File: src/rtl/core/pidc_pkg.sv
package pidc_pkg;

   // q16.16 word and configuration widths
   localparam int unsigned QWidth     = 32;
   localparam int unsigned StepWidth  = 31;
   localparam int unsigned IndexWidth = 3;

   typedef logic signed [QWidth-1:0] q16_type;

   // configuration register indexes
   localparam logic [IndexWidth-1:0] REG_GAIN_P          = 3'd0;
   localparam logic [IndexWidth-1:0] REG_GAIN_I          = 3'd1;
   localparam logic [IndexWidth-1:0] REG_GAIN_D_PER_STEP = 3'd2;
   localparam logic [IndexWidth-1:0] REG_STEP_TIME       = 3'd3;
   localparam logic [IndexWidth-1:0] REG_INTEGRAL_MAX    = 3'd4;
   localparam logic [IndexWidth-1:0] REG_INTEGRAL_MIN    = 3'd5;
   localparam logic [IndexWidth-1:0] REG_DRIVE_MAX       = 3'd6;
   localparam logic [IndexWidth-1:0] REG_DRIVE_MIN       = 3'd7;

   // item kinds
   localparam logic KIND_UPDATE = 1'b0;
   localparam logic KIND_CLEAR  = 1'b1;

   // reset values
   localparam q16_type              RST_GAIN_P    = 32'sh0001_0000;
   localparam q16_type              RST_GAIN_I    = 32'sh0000_0000;
   localparam q16_type              RST_GAIN_D    = 32'sh0000_0000;
   localparam logic [StepWidth-1:0] RST_STEP_TIME = 31'h0001_0000;
   localparam q16_type              Q16_MAX       = 32'sh7FFF_FFFF;
   localparam q16_type              Q16_MIN       = 32'sh8000_0000;

   // live configuration seen by the datapath
   typedef struct packed {
      q16_type              gain_p;
      q16_type              gain_i;
      q16_type              gain_d_per_step;
      logic [StepWidth-1:0] step_time;
      q16_type              integral_max;
      q16_type              integral_min;
      q16_type              drive_max;
      q16_type              drive_min;
   } cfg_type;

endpackage

File: src/rtl/core/pidc_mul.sv
module pidc_mul (
   input  logic             clock,
   input  pidc_pkg::q16_type op_a,
   input  pidc_pkg::q16_type op_b,
   output pidc_pkg::q16_type q
);

   logic signed [63:0] prod_in;
   logic signed [63:0] prod_ff;
   logic signed [63:0] biased;
   logic signed [47:0] shifted;
   pidc_pkg::q16_type  q_in;
   pidc_pkg::q16_type  q_ff;

   // full signed product, registered
   assign prod_in = op_a * op_b;

   // shift by 16 rounding toward zero, then saturate to 32 bits
   always_comb begin
      biased  = prod_ff[63] ? (prod_ff + 64'sd65535) : prod_ff;
      shifted = $signed(biased[63:16]);
      if (shifted > 48'sh0000_7FFF_FFFF) begin
         q_in = pidc_pkg::Q16_MAX;
      end else if (shifted < -48'sh0000_8000_0000) begin
         q_in = pidc_pkg::Q16_MIN;
      end else begin
         q_in = shifted[31:0];
      end
   end

   always_ff @(posedge clock) begin
      prod_ff <= prod_in;
      q_ff    <= q_in;
   end

   assign q = q_ff;

endmodule

File: src/rtl/core/pidc_core.sv
module pidc_core (
   input  logic              clock,
   input  logic              reset,
   input  pidc_pkg::cfg_type cfg,
   input  logic              req_tvalid,
   output logic              req_tready,
   input  logic [63:0]       req_tdata,   // measured [31:0], setpoint [63:32]
   input  logic              req_tuser,   // kind [0]
   output logic              rsp_tvalid,
   input  logic              rsp_tready,
   output logic [31:0]       rsp_tdata    // drive [31:0]
);

   typedef enum logic [9:0] {
      ST_IDLE  = 10'b00_0000_0001,
      ST_ERR   = 10'b00_0000_0010,
      ST_DIFF  = 10'b00_0000_0100,
      ST_MUL_P = 10'b00_0000_1000,
      ST_MUL_D = 10'b00_0001_0000,
      ST_INT   = 10'b00_0010_0000,
      ST_MUL_I = 10'b00_0100_0000,
      ST_WAIT  = 10'b00_1000_0000,
      ST_SUM   = 10'b01_0000_0000,
      ST_DONE  = 10'b10_0000_0000
   } state_type;

   function automatic pidc_pkg::q16_type sat32(input logic signed [33:0] v);
      pidc_pkg::q16_type r;
      if (v > 34'sh0_7FFF_FFFF) begin
         r = pidc_pkg::Q16_MAX;
      end else if (v < -34'sh0_8000_0000) begin
         r = pidc_pkg::Q16_MIN;
      end else begin
         r = v[31:0];
      end
      return r;
   endfunction

   state_type          state_ff, state_in;
   pidc_pkg::q16_type  meas_ff, meas_in;
   pidc_pkg::q16_type  sp_ff, sp_in;
   pidc_pkg::q16_type  err_ff, err_in;
   pidc_pkg::q16_type  diff_ff, diff_in;
   pidc_pkg::q16_type  last_ff, last_in;
   pidc_pkg::q16_type  integ_ff, integ_in;
   pidc_pkg::q16_type  sum_ff, sum_in;
   logic signed [33:0] acc_ff, acc_in;
   pidc_pkg::q16_type  res_ff, res_in;
   logic               rsp_valid_ff, rsp_valid_in;
   logic [31:0]        rsp_data_ff, rsp_data_in;

   pidc_pkg::q16_type  mul_a, mul_b, mul_q;
   logic signed [33:0] total;
   logic               req_fire;

   pidc_mul u_mul (
      .clock (clock),
      .op_a  (mul_a),
      .op_b  (mul_b),
      .q     (mul_q)
   );

   assign req_tready = (state_ff == ST_IDLE);
   assign req_fire   = req_tvalid && req_tready;
   assign total      = acc_ff + 34'(mul_q);

   // operand selection for the shared multiplier
   always_comb begin
      mul_a = '0;
      mul_b = '0;
      unique case (state_ff)
         ST_DIFF: begin
            mul_a = err_ff;
            mul_b = $signed({1'b0, cfg.step_time});
         end
         ST_MUL_P: begin
            mul_a = cfg.gain_p;
            mul_b = err_ff;
         end
         ST_MUL_D: begin
            mul_a = cfg.gain_d_per_step;
            mul_b = diff_ff;
         end
         ST_MUL_I: begin
            mul_a = cfg.gain_i;
            mul_b = integ_ff;
         end
         default: begin
         end
      endcase
   end

   // sequencer and datapath
   always_comb begin
      state_in     = state_ff;
      meas_in      = meas_ff;
      sp_in        = sp_ff;
      err_in       = err_ff;
      diff_in      = diff_ff;
      last_in      = last_ff;
      integ_in     = integ_ff;
      sum_in       = sum_ff;
      acc_in       = acc_ff;
      res_in       = res_ff;
      rsp_valid_in = rsp_valid_ff && !rsp_tready;
      rsp_data_in  = rsp_data_ff;
      unique case (state_ff)
         ST_IDLE: begin
            if (req_fire) begin
               meas_in = req_tdata[31:0];
               sp_in   = req_tdata[63:32];
               if (req_tuser == pidc_pkg::KIND_CLEAR) begin
                  integ_in = '0;
                  last_in  = '0;
                  res_in   = '0;
                  state_in = ST_DONE;
               end else begin
                  state_in = ST_ERR;
               end
            end
         end
         ST_ERR: begin
            err_in   = sat32(34'(sp_ff) - 34'(meas_ff));
            state_in = ST_DIFF;
         end
         ST_DIFF: begin
            diff_in  = sat32(34'(err_ff) - 34'(last_ff));
            last_in  = err_ff;
            state_in = ST_MUL_P;
         end
         ST_MUL_P: begin
            state_in = ST_MUL_D;
         end
         ST_MUL_D: begin
            // integral plus error times step time
            sum_in   = sat32(34'(integ_ff) + 34'(mul_q));
            state_in = ST_INT;
         end
         ST_INT: begin
            // clamp integral, upper bound first
            if (sum_ff > cfg.integral_max) begin
               integ_in = cfg.integral_max;
            end else if (sum_ff < cfg.integral_min) begin
               integ_in = cfg.integral_min;
            end else begin
               integ_in = sum_ff;
            end
            acc_in   = 34'(mul_q);
            state_in = ST_MUL_I;
         end
         ST_MUL_I: begin
            acc_in   = acc_ff + 34'(mul_q);
            state_in = ST_WAIT;
         end
         ST_WAIT: begin
            state_in = ST_SUM;
         end
         ST_SUM: begin
            // output clamp, upper bound first
            if (total > 34'(cfg.drive_max)) begin
               res_in = cfg.drive_max;
            end else if (total < 34'(cfg.drive_min)) begin
               res_in = cfg.drive_min;
            end else begin
               res_in = total[31:0];
            end
            state_in = ST_DONE;
         end
         ST_DONE: begin
            if (!rsp_valid_ff || rsp_tready) begin
               rsp_valid_in = 1'b1;
               rsp_data_in  = res_ff;
               state_in     = ST_IDLE;
            end
         end
         default: begin
            state_in = ST_IDLE;
         end
      endcase
   end

   // control and controller state
   always_ff @(posedge clock) begin
      if (reset) begin
         state_ff     <= ST_IDLE;
         rsp_valid_ff <= 1'b0;
         integ_ff     <= '0;
         last_ff      <= '0;
      end else begin
         state_ff     <= state_in;
         rsp_valid_ff <= rsp_valid_in;
         integ_ff     <= integ_in;
         last_ff      <= last_in;
      end
   end

   // working registers
   always_ff @(posedge clock) begin
      meas_ff     <= meas_in;
      sp_ff       <= sp_in;
      err_ff      <= err_in;
      diff_ff     <= diff_in;
      sum_ff      <= sum_in;
      acc_ff      <= acc_in;
      res_ff      <= res_in;
      rsp_data_ff <= rsp_data_in;
   end

   assign rsp_tvalid = rsp_valid_ff;
   assign rsp_tdata  = rsp_data_ff;

`ifndef SYNTHESIS
   // a clear word zeroes the controller state
   a_clear_zeroes: assert property (@(posedge clock) disable iff (reset)
      (req_fire && req_tuser == pidc_pkg::KIND_CLEAR) |=> (integ_ff == '0 && last_ff == '0))
      else $error("clear did not zero integral state");

   // clamped integral stays within consistent bounds
   a_integ_bounds: assert property (@(posedge clock) disable iff (reset)
      ($past(state_ff == ST_INT) && $past(cfg.integral_min <= cfg.integral_max))
      |-> (integ_ff <= $past(cfg.integral_max) && integ_ff >= $past(cfg.integral_min)))
      else $error("integral outside bounds");

   // a new result word only comes out of the done state
   a_rsp_from_done: assert property (@(posedge clock) disable iff (reset)
      $rose(rsp_valid_ff) |-> $past(state_ff == ST_DONE))
      else $error("result word raised outside done state");
`endif

endmodule

File: src/rtl/core/pid_controller_clamped.sv
// an update word walks the error, difference, product, integral, wait, sum and done states before
// rsp_tvalid rises, a clear word only the done state; a word is taken only when idle; one shared
// 32x32 multiplier serves four products in turn
// the input is taken again while a finished result still waits in the output register
// reset (synchronous, active high) restores register defaults and zeroes integral and last error
module pid_controller_clamped (
   input  logic        clock,
   input  logic        reset,
   input  logic        req_tvalid,
   output logic        req_tready,
   input  logic [63:0] req_tdata,   // measured [31:0], setpoint [63:32]
   input  logic        req_tuser,   // kind [0]
   output logic        rsp_tvalid,
   input  logic        rsp_tready,
   output logic [31:0] rsp_tdata,   // drive [31:0]
   input  logic        csr_valid,
   output logic        csr_ready,
   input  logic [2:0]  csr_index,
   input  logic [31:0] csr_data
);

   pidc_pkg::cfg_type cfg_ff, cfg_in;

   assign csr_ready = 1'b1;

   // configuration register bank
   always_comb begin
      cfg_in = cfg_ff;
      if (csr_valid && csr_ready) begin
         unique case (csr_index)
            pidc_pkg::REG_GAIN_P:          cfg_in.gain_p          = csr_data;
            pidc_pkg::REG_GAIN_I:          cfg_in.gain_i          = csr_data;
            pidc_pkg::REG_GAIN_D_PER_STEP: cfg_in.gain_d_per_step = csr_data;
            pidc_pkg::REG_STEP_TIME:       cfg_in.step_time       = csr_data[30:0];
            pidc_pkg::REG_INTEGRAL_MAX:    cfg_in.integral_max    = csr_data;
            pidc_pkg::REG_INTEGRAL_MIN:    cfg_in.integral_min    = csr_data;
            pidc_pkg::REG_DRIVE_MAX:       cfg_in.drive_max       = csr_data;
            pidc_pkg::REG_DRIVE_MIN:       cfg_in.drive_min       = csr_data;
            default: begin
            end
         endcase
      end
   end

   always_ff @(posedge clock) begin
      if (reset) begin
         cfg_ff.gain_p          <= pidc_pkg::RST_GAIN_P;
         cfg_ff.gain_i          <= pidc_pkg::RST_GAIN_I;
         cfg_ff.gain_d_per_step <= pidc_pkg::RST_GAIN_D;
         cfg_ff.step_time       <= pidc_pkg::RST_STEP_TIME;
         cfg_ff.integral_max    <= pidc_pkg::Q16_MAX;
         cfg_ff.integral_min    <= pidc_pkg::Q16_MIN;
         cfg_ff.drive_max       <= pidc_pkg::Q16_MAX;
         cfg_ff.drive_min       <= pidc_pkg::Q16_MIN;
      end else begin
         cfg_ff <= cfg_in;
      end
   end

   pidc_core u_core (
      .clock      (clock),
      .reset      (reset),
      .cfg        (cfg_ff),
      .req_tvalid (req_tvalid),
      .req_tready (req_tready),
      .req_tdata  (req_tdata),
      .req_tuser  (req_tuser),
      .rsp_tvalid (rsp_tvalid),
      .rsp_tready (rsp_tready),
      .rsp_tdata  (rsp_tdata)
   );

endmodule

File: config.mk
export PLATFORM = sky130hd
export DESIGN_NAME = pid_controller_clamped
export DESIGN_NICKNAME = d
export VERILOG_FILES = /design/src/rtl/core/pidc_pkg.sv /design/src/rtl/core/pidc_mul.sv /design/src/rtl/core/pidc_core.sv /design/src/rtl/core/pid_controller_clamped.sv
export SDC_FILE = /design/constraint.sdc
export NUM_CORES = 2
export LEC_CHECK = 0
export BUFFER_PORTS_ARGS = -buffer_cell sky130_fd_sc_hd__clkbuf_2
export CELL_PAD_IN_SITES_DETAIL_PLACEMENT = 1
export CELL_PAD_IN_SITES_GLOBAL_PLACEMENT = 2
export CORE_UTILIZATION = 38
export CTS_BUF_LIST = sky130_fd_sc_hd__clkbuf_4 sky130_fd_sc_hd__clkbuf_8 sky130_fd_sc_hd__clkbuf_16
export CTS_CLUSTER_SIZE = 14
export DETAILED_ROUTE_END_ITERATION = 7
export PLACE_DENSITY_LB_ADDON = 0.1
export SETUP_SLACK_MARGIN = 0.3
export SLEW_MARGIN = 5
export SYNTH_ARGS = -nofsm -noshare
export SYNTH_HDL_FRONTEND = slang
export SYNTH_SLANG_ARGS = --single-unit
File: constraint.sdc
create_clock -name clock -period 10.4 [get_ports clock]
set_input_delay 0.52 -clock clock [delete_from_list [all_inputs] [get_ports clock]]
set_output_delay 0.52 -clock clock [all_outputs]
set_load 0.005 [all_outputs]
* Word-level counts from Yosys, hierarchy flattened
Cells that the tools add are included.
Storage, ports and cells: bits of input ports 105, register bits after elaboration 684, logic and storage cells 107, output and inout port bits 35
Cells by class: order comparisons 12, reduce and logical (&&, ||, !) cells 24, equality and inequality tests 20, multiply operators 1, muxes and demuxes 23, add/subtract/negate cells 5
Operators with widths (count):
- 32-bit two-way mux | 10
- 32-bit one-hot mux with 4 select lines | 2
- 32-bit one-hot mux with 2 select lines | 3
- 34-bit by 32-bit > comparator with 1-bit output, second input constant | 3
- 34-bit by 32-bit less-than comparator with 1-bit output, second input constant | 3
- 10-bit one-hot mux with 10 select lines | 1
- 34-bit one-hot mux with 2 select lines | 1
- 32-bit by 32-bit subtractor with 33-bit output | 2
- 64-bit by 17-bit adder with 64-bit output, second input constant | 1
- 32-bit by 32-bit multiplier with 64-bit output | 1
- 64-bit two-way mux | 1
- 48-bit by 32-bit > comparator with 1-bit output, second input constant | 1
- 48-bit by 32-bit less-than comparator with 1-bit output, second input constant | 1
- 34-bit by 32-bit adder with 34-bit output | 1
- 34-bit by 32-bit > comparator with 1-bit output | 1
- 34-bit by 32-bit less-than comparator with 1-bit output | 1
- 32-bit by 32-bit adder with 33-bit output | 1
- 32-bit > comparator | 1
- 32-bit less-than comparator | 1
- 10-bit two-way mux | 3
- 2-bit AND reduction | 11
- 3-bit == test, second input constant | 4
- 10-bit by 1-bit == test with 1-bit output, second input constant | 1
- 10-bit == test, second input constant | 1
- other kinds (19) | 29

* Logic depth before layout (Yosys ltp)
depth after elaboration 5, mapped depth 39, gate-level depth less buffers 33

* Cells and area by module
A second synthesis with hierarchy kept.
Second synthesis, totals: cells, all modules 7558, area, all modules 72856.1 sq um
By module, submodules not included:
- pidc_mul | cells each 4156, sequential area each 1921.8 sq um, area each 39152.6 sq um, instances 1
- pidc_core | cells each 2494, sequential area each 9248.9 sq um, area each 23869.1 sq um, instances 1
- pid_controller_clamped | cells each 908, sequential area each 5104.9 sq um, area each 9834.4 sq um, instances 1

* Worst setup path after synthesis
Ideal clock, no wire load.
path kind register to register, from register u_core.state_ff[0], to register u_core.u_mul.prod_ff[61], setup slack 0.246 ns, required time 10.328 ns, library setup time 0.072 ns, buffers on the path 5, clock period less this slack 10.154 ns, data arrival time 10.082 ns, stages on the path, launching flop included 35, cells stage by stage dfxtp_1 -> or4_1 -> nor3_1 -> nand2_1 -> nor3b_1 -> buf_2 -> buf_2 -> buf_2 -> a22oi_1 -> nand2_1 -> buf_2 -> nand2_1 -> fa_1 -> fa_1 -> inv_1 -> fa_1 -> fa_1 -> inv_1 -> fa_1 -> inv_1 -> fa_1 -> fa_1 -> fa_1 -> ha_1 -> clkbuf_1 -> a21oi_1 -> nand4_1 -> or3_1 -> o21a_1 -> a21oi_1 -> a21oi_1 -> a221o_1 -> a221o_1 -> a21oi_1 -> xnor2_1
Between the ends: cells in the longest elaborated chain, start to end 3, elaborated cells between the ends (all ways) 7, those cells by class 1 x mul; 4 x eq/ne; 2 x mux
RTL lines:
- start: declaration | line pidc_core.sv:39 | state_type state_ff, state_in;
- start signal: assignment | line pidc_core.sv:190 | state_ff <= state_in;
- 10-bit by 7-bit == test with 1-bit output (tied with other cells) | line pidc_core.sv:71 | unique case (state_ff)
- 32-bit one-hot mux with 4 select lines | line pidc_core.sv:71
- 32-bit by 32-bit multiplier with 64-bit output * | line pidc_mul.sv:16 | assign prod_in = op_a * op_b;
- named net u_core.u_mul.prod_in[61] | line pidc_mul.sv:8 | logic signed [63:0] prod_in;
- end signal: assignment | line pidc_mul.sv:32 | prod_ff <= prod_in;
- end: declaration | line pidc_mul.sv:9 | logic signed [63:0] prod_ff;
Mark *: on every way through the listed nets, which the timed path passes. The rest lies on a longest branch. A chain may end at the register's enable or synchronous reset.

* Worst setup path in the final report
from register u_core.state_ff[0], to register u_core.u_mul.prod_ff[43]
Same word-level chain as after synthesis.

==> results.json <==
{
  "register_area_sq_um": 16300,
  "dp_cells": 10500,
  "multi_input_area_sq_um": 49400,
  "pre_cts_ws_ps": 81.1,
  "grt_max_degree": 178,
  "finalNonFillerCells": 10800,
  "routed_wl_um": 298000,
  "layout-drive-gt1-share_pct": 10.0,
  "cts_inserted_buffers": 86,
  "placed_cell_area_sq_um": 76800,
  "worst_setup_path_start_kind": "register",
  "vias": 58800,
  "coreArea_sq_um": 186000,
  "outcome": "finished, final reports clean",
  "antenna_found_initial": 27,
  "clk_latency_ps": 760,
  "critPathCaptureType": "register",
  "grt_pass1_wl_um": 431000,
  "fin_hold_ws_ps": 50.2,
  "crit_path_frequent_cell": "fa_1",
  "slowest_stage": "or4_4",
  "cpPeakStageDelay_ps": 600,
  "start_util_pct": 38.4,
  "netlist_instances": 8022,
  "total_power_mw": 6.66,
  "critPathMaxFanout": 10,
  "hold_depth": 2,
  "reg2reg_depth": 36,
  "pin_count": 140,
  "powerDensity_nw_per_um2": 81.9,
  "core.rowCount": 158,
  "synth_flop_cell": "dfxtp_1",
  "yosysUniqueCellTypes": 96,
  "synth_area_sq_um": 71600,
  "ys_warn_count": 0,
  "cts_sinks": 684,
  "clk_pin_slew_ps": 60,
  "final_common_cell": "nand2_1",
  "max_freq_mhz": 102,
  "rsz0062_at_grt": "false",
  "worstMarginPinSlew_ps": 1240,
  "min_period_ps": 9850,
  "nNetsFinal": 9870,
  "track_usage_pct": 31.1,
  "clockBufferDepth": 3,
  "nFillCells": 21300,
  "ant_nets": 0,
  "cts_max_level": 3,
  "final-hold-violation-count": 0,
  "yosysTopAreaCell": "fa_1",
  "crit_required_ps": 10970,
  "clockRootBuffer": "clkbuf_16",
  "worst_slack_ps": 552,
  "gr-total-overflow": 0,
  "drt_iter0_drc": 3939,
  "area_delta_synth_final_pct": 13.6,
  "async_flop_share_pct": 0,
  "worstHoldPathType": "in2reg",
  "leakage_nw": 37.2,
  "layout_common_cells": "nand2_1, inv_1, fa_1",
  "utilization_pct": 43.6,
  "ys_seq_area_share_pct": 22.7,
  "period_share_pct": 94.7,
  "synth_edf_count": 258,
  "fin_setup_tns_ps": 0,
  "synth_nets": 9656,
  "skew_ps": 67.8,
  "worstPathArrival_ps": 10420,
  "place_hpwl_um": 233000,
  "finalSetupViolations": 0,
  "cts_tree": "built",
  "critPathKind": "reg2reg",
  "die_area_sq_um": 190000,
  "dr.pass1.iters": 6,
  "ys_ff_latch": 684,
  "max-cap-violations": 0,
  "dieWidth_um": 436,
  "synth.avg_cell_area_sq_um": 8.93,
  "gp_congestion": 0.933,
  "wl_per_cell_um": 27.6,
  "fin_area_sq_um": 81400,
  "relSlewSlack_pct": 17.1,
  "io_buffers": 138,
  "drcViolationCount": 0,
  "irDropWorstVdd_mv": 0.152,
  "drv_slew": 0,
  "viasPerCell": 5.45,
  "synth_top_area_share_pct": 30.4,
  "first_global_vias": 63100,
  "fp.dieH_um": 436,
  "synthTopCellsByArea": "fa_1, dfxtp_1, edfxtp_1, ha_1, nand2_1"
}
[logic make-up (layout without fill, tap and decap cells)]
| logic type | count (synthesis) | count (layout) | synth area share (%) |
|---|---|---|---|
| simple gates | 2517 | 2518 | 14.9 |
| buf+inv | 1719 | 2003 | 9.28 |
| other cells | 1 | 2 | 0.00524 |
| fa+ha+maj | 1551 | 1551 | 38.4 |
| xor+xnor | 228 | 228 | 2.79 |
| flops | 684 | 684 | 22.7 |
| mux | 49 | 49 | 0.702 |
| compound gates | 1273 | 1273 | 11.2 |
[metal layers]
metal | wire (um) | global-route usage, %
met4 | 14400 | 12.4
met2 | 140000 | 51.8
met3 | 17200 | 4.51
met5 | 55 | 0
met1 | 127000 | 40.7
[path summary, 6_finish.rpt]
path	to	startpoint	slack, ps
setup / recovery	u_core.u_mul.prod_ff[43]	u_core.state_ff[0]	550
hold / removal	u_core.state_ff[1]	req_tuser	50
setup reg to reg	u_core.u_mul.prod_ff[43]	u_core.state_ff[0]	550
hold reg to reg	u_core.rsp_tdata[11]	u_core.res_ff[11]	410
[worst max-delay path, delay by kind of cell, from the launching register on]
kind | cells | cell delay (ps)
flip-flops | 1 | 360
AO/OA/AOI/OAI | 7 | 1190
adder cells (fa/ha/maj) | 9 | 4410
buffers and inverters | 12 | 1650
AND/OR/NAND/NOR | 7 | 1590
XOR/XNOR | 1 | 430
[final cells by class]
type | count | share of cell area (%)
diodes | 1 | 0.00308
clock buffers | 106 | 2.92
clock inverters | 53 | 0.763
inverters | 1292 | 5.96
multi-input cells | 5620 | 60.7
flip-flops and latches | 684 | 20.0
well taps | 2480 | 3.81
repair buffers | 552 | 5.86
[sequential cells by signal, summed over array words and instances, names as in the netlist]
name and cells:
u_core.meas_ff 32, u_core.last_ff 32, u_core.state_ff 10, u_core.rsp_tdata 32
u_core.diff_ff 32, u_core.u_mul.q 32, u_core.sum_ff 32, cfg_ff 255
u_core.u_mul.prod_ff 64, u_core.res_ff 32, u_core.acc_ff 34, u_core.sp_ff 32
u_core.err_ff 32, u_core.rsp_tvalid 1, u_core.integ_ff 32
[what timing repair did]
item / in CTS / in global routing
hold endpoints to repair: 64 / 0
hold buffers: 64 / 0
cloned: 0 / 11
buffers inserted: 2 / 19
pin swaps: 2 / 12
setup endpoints to repair: 15 / 23
resized for setup: 20 / 144
[synthesized netlist by cell type (61+ instances only)]
cell      count
o21ai_0      85
edfxtp_1    258
nor2_1      672
o21ai_1      83
a21oi_1     534
buf_2        69
inv_1      1286
nand3_1      87
a211oi_1     61
fa_1       1086
xnor2_1     163
xor2_1       65
dfxtp_1     426
ha_1        443
nand2_1    1398
a22oi_1      87
a21o_1      125
and3_1       63
clkbuf_1    303
[report_power, final]
group	internal (mW)	leakage (nW)	total (mW)	switching (mW)
logic	0.199	29.9	0.558	0.359
registers	2.85	5.92	2.89	0.0335
clock network	1.82	1.45	3.22	1.40
total	4.87	37.2	6.66	1.79
No activity file was read; power rests on OpenSTA's default activity.
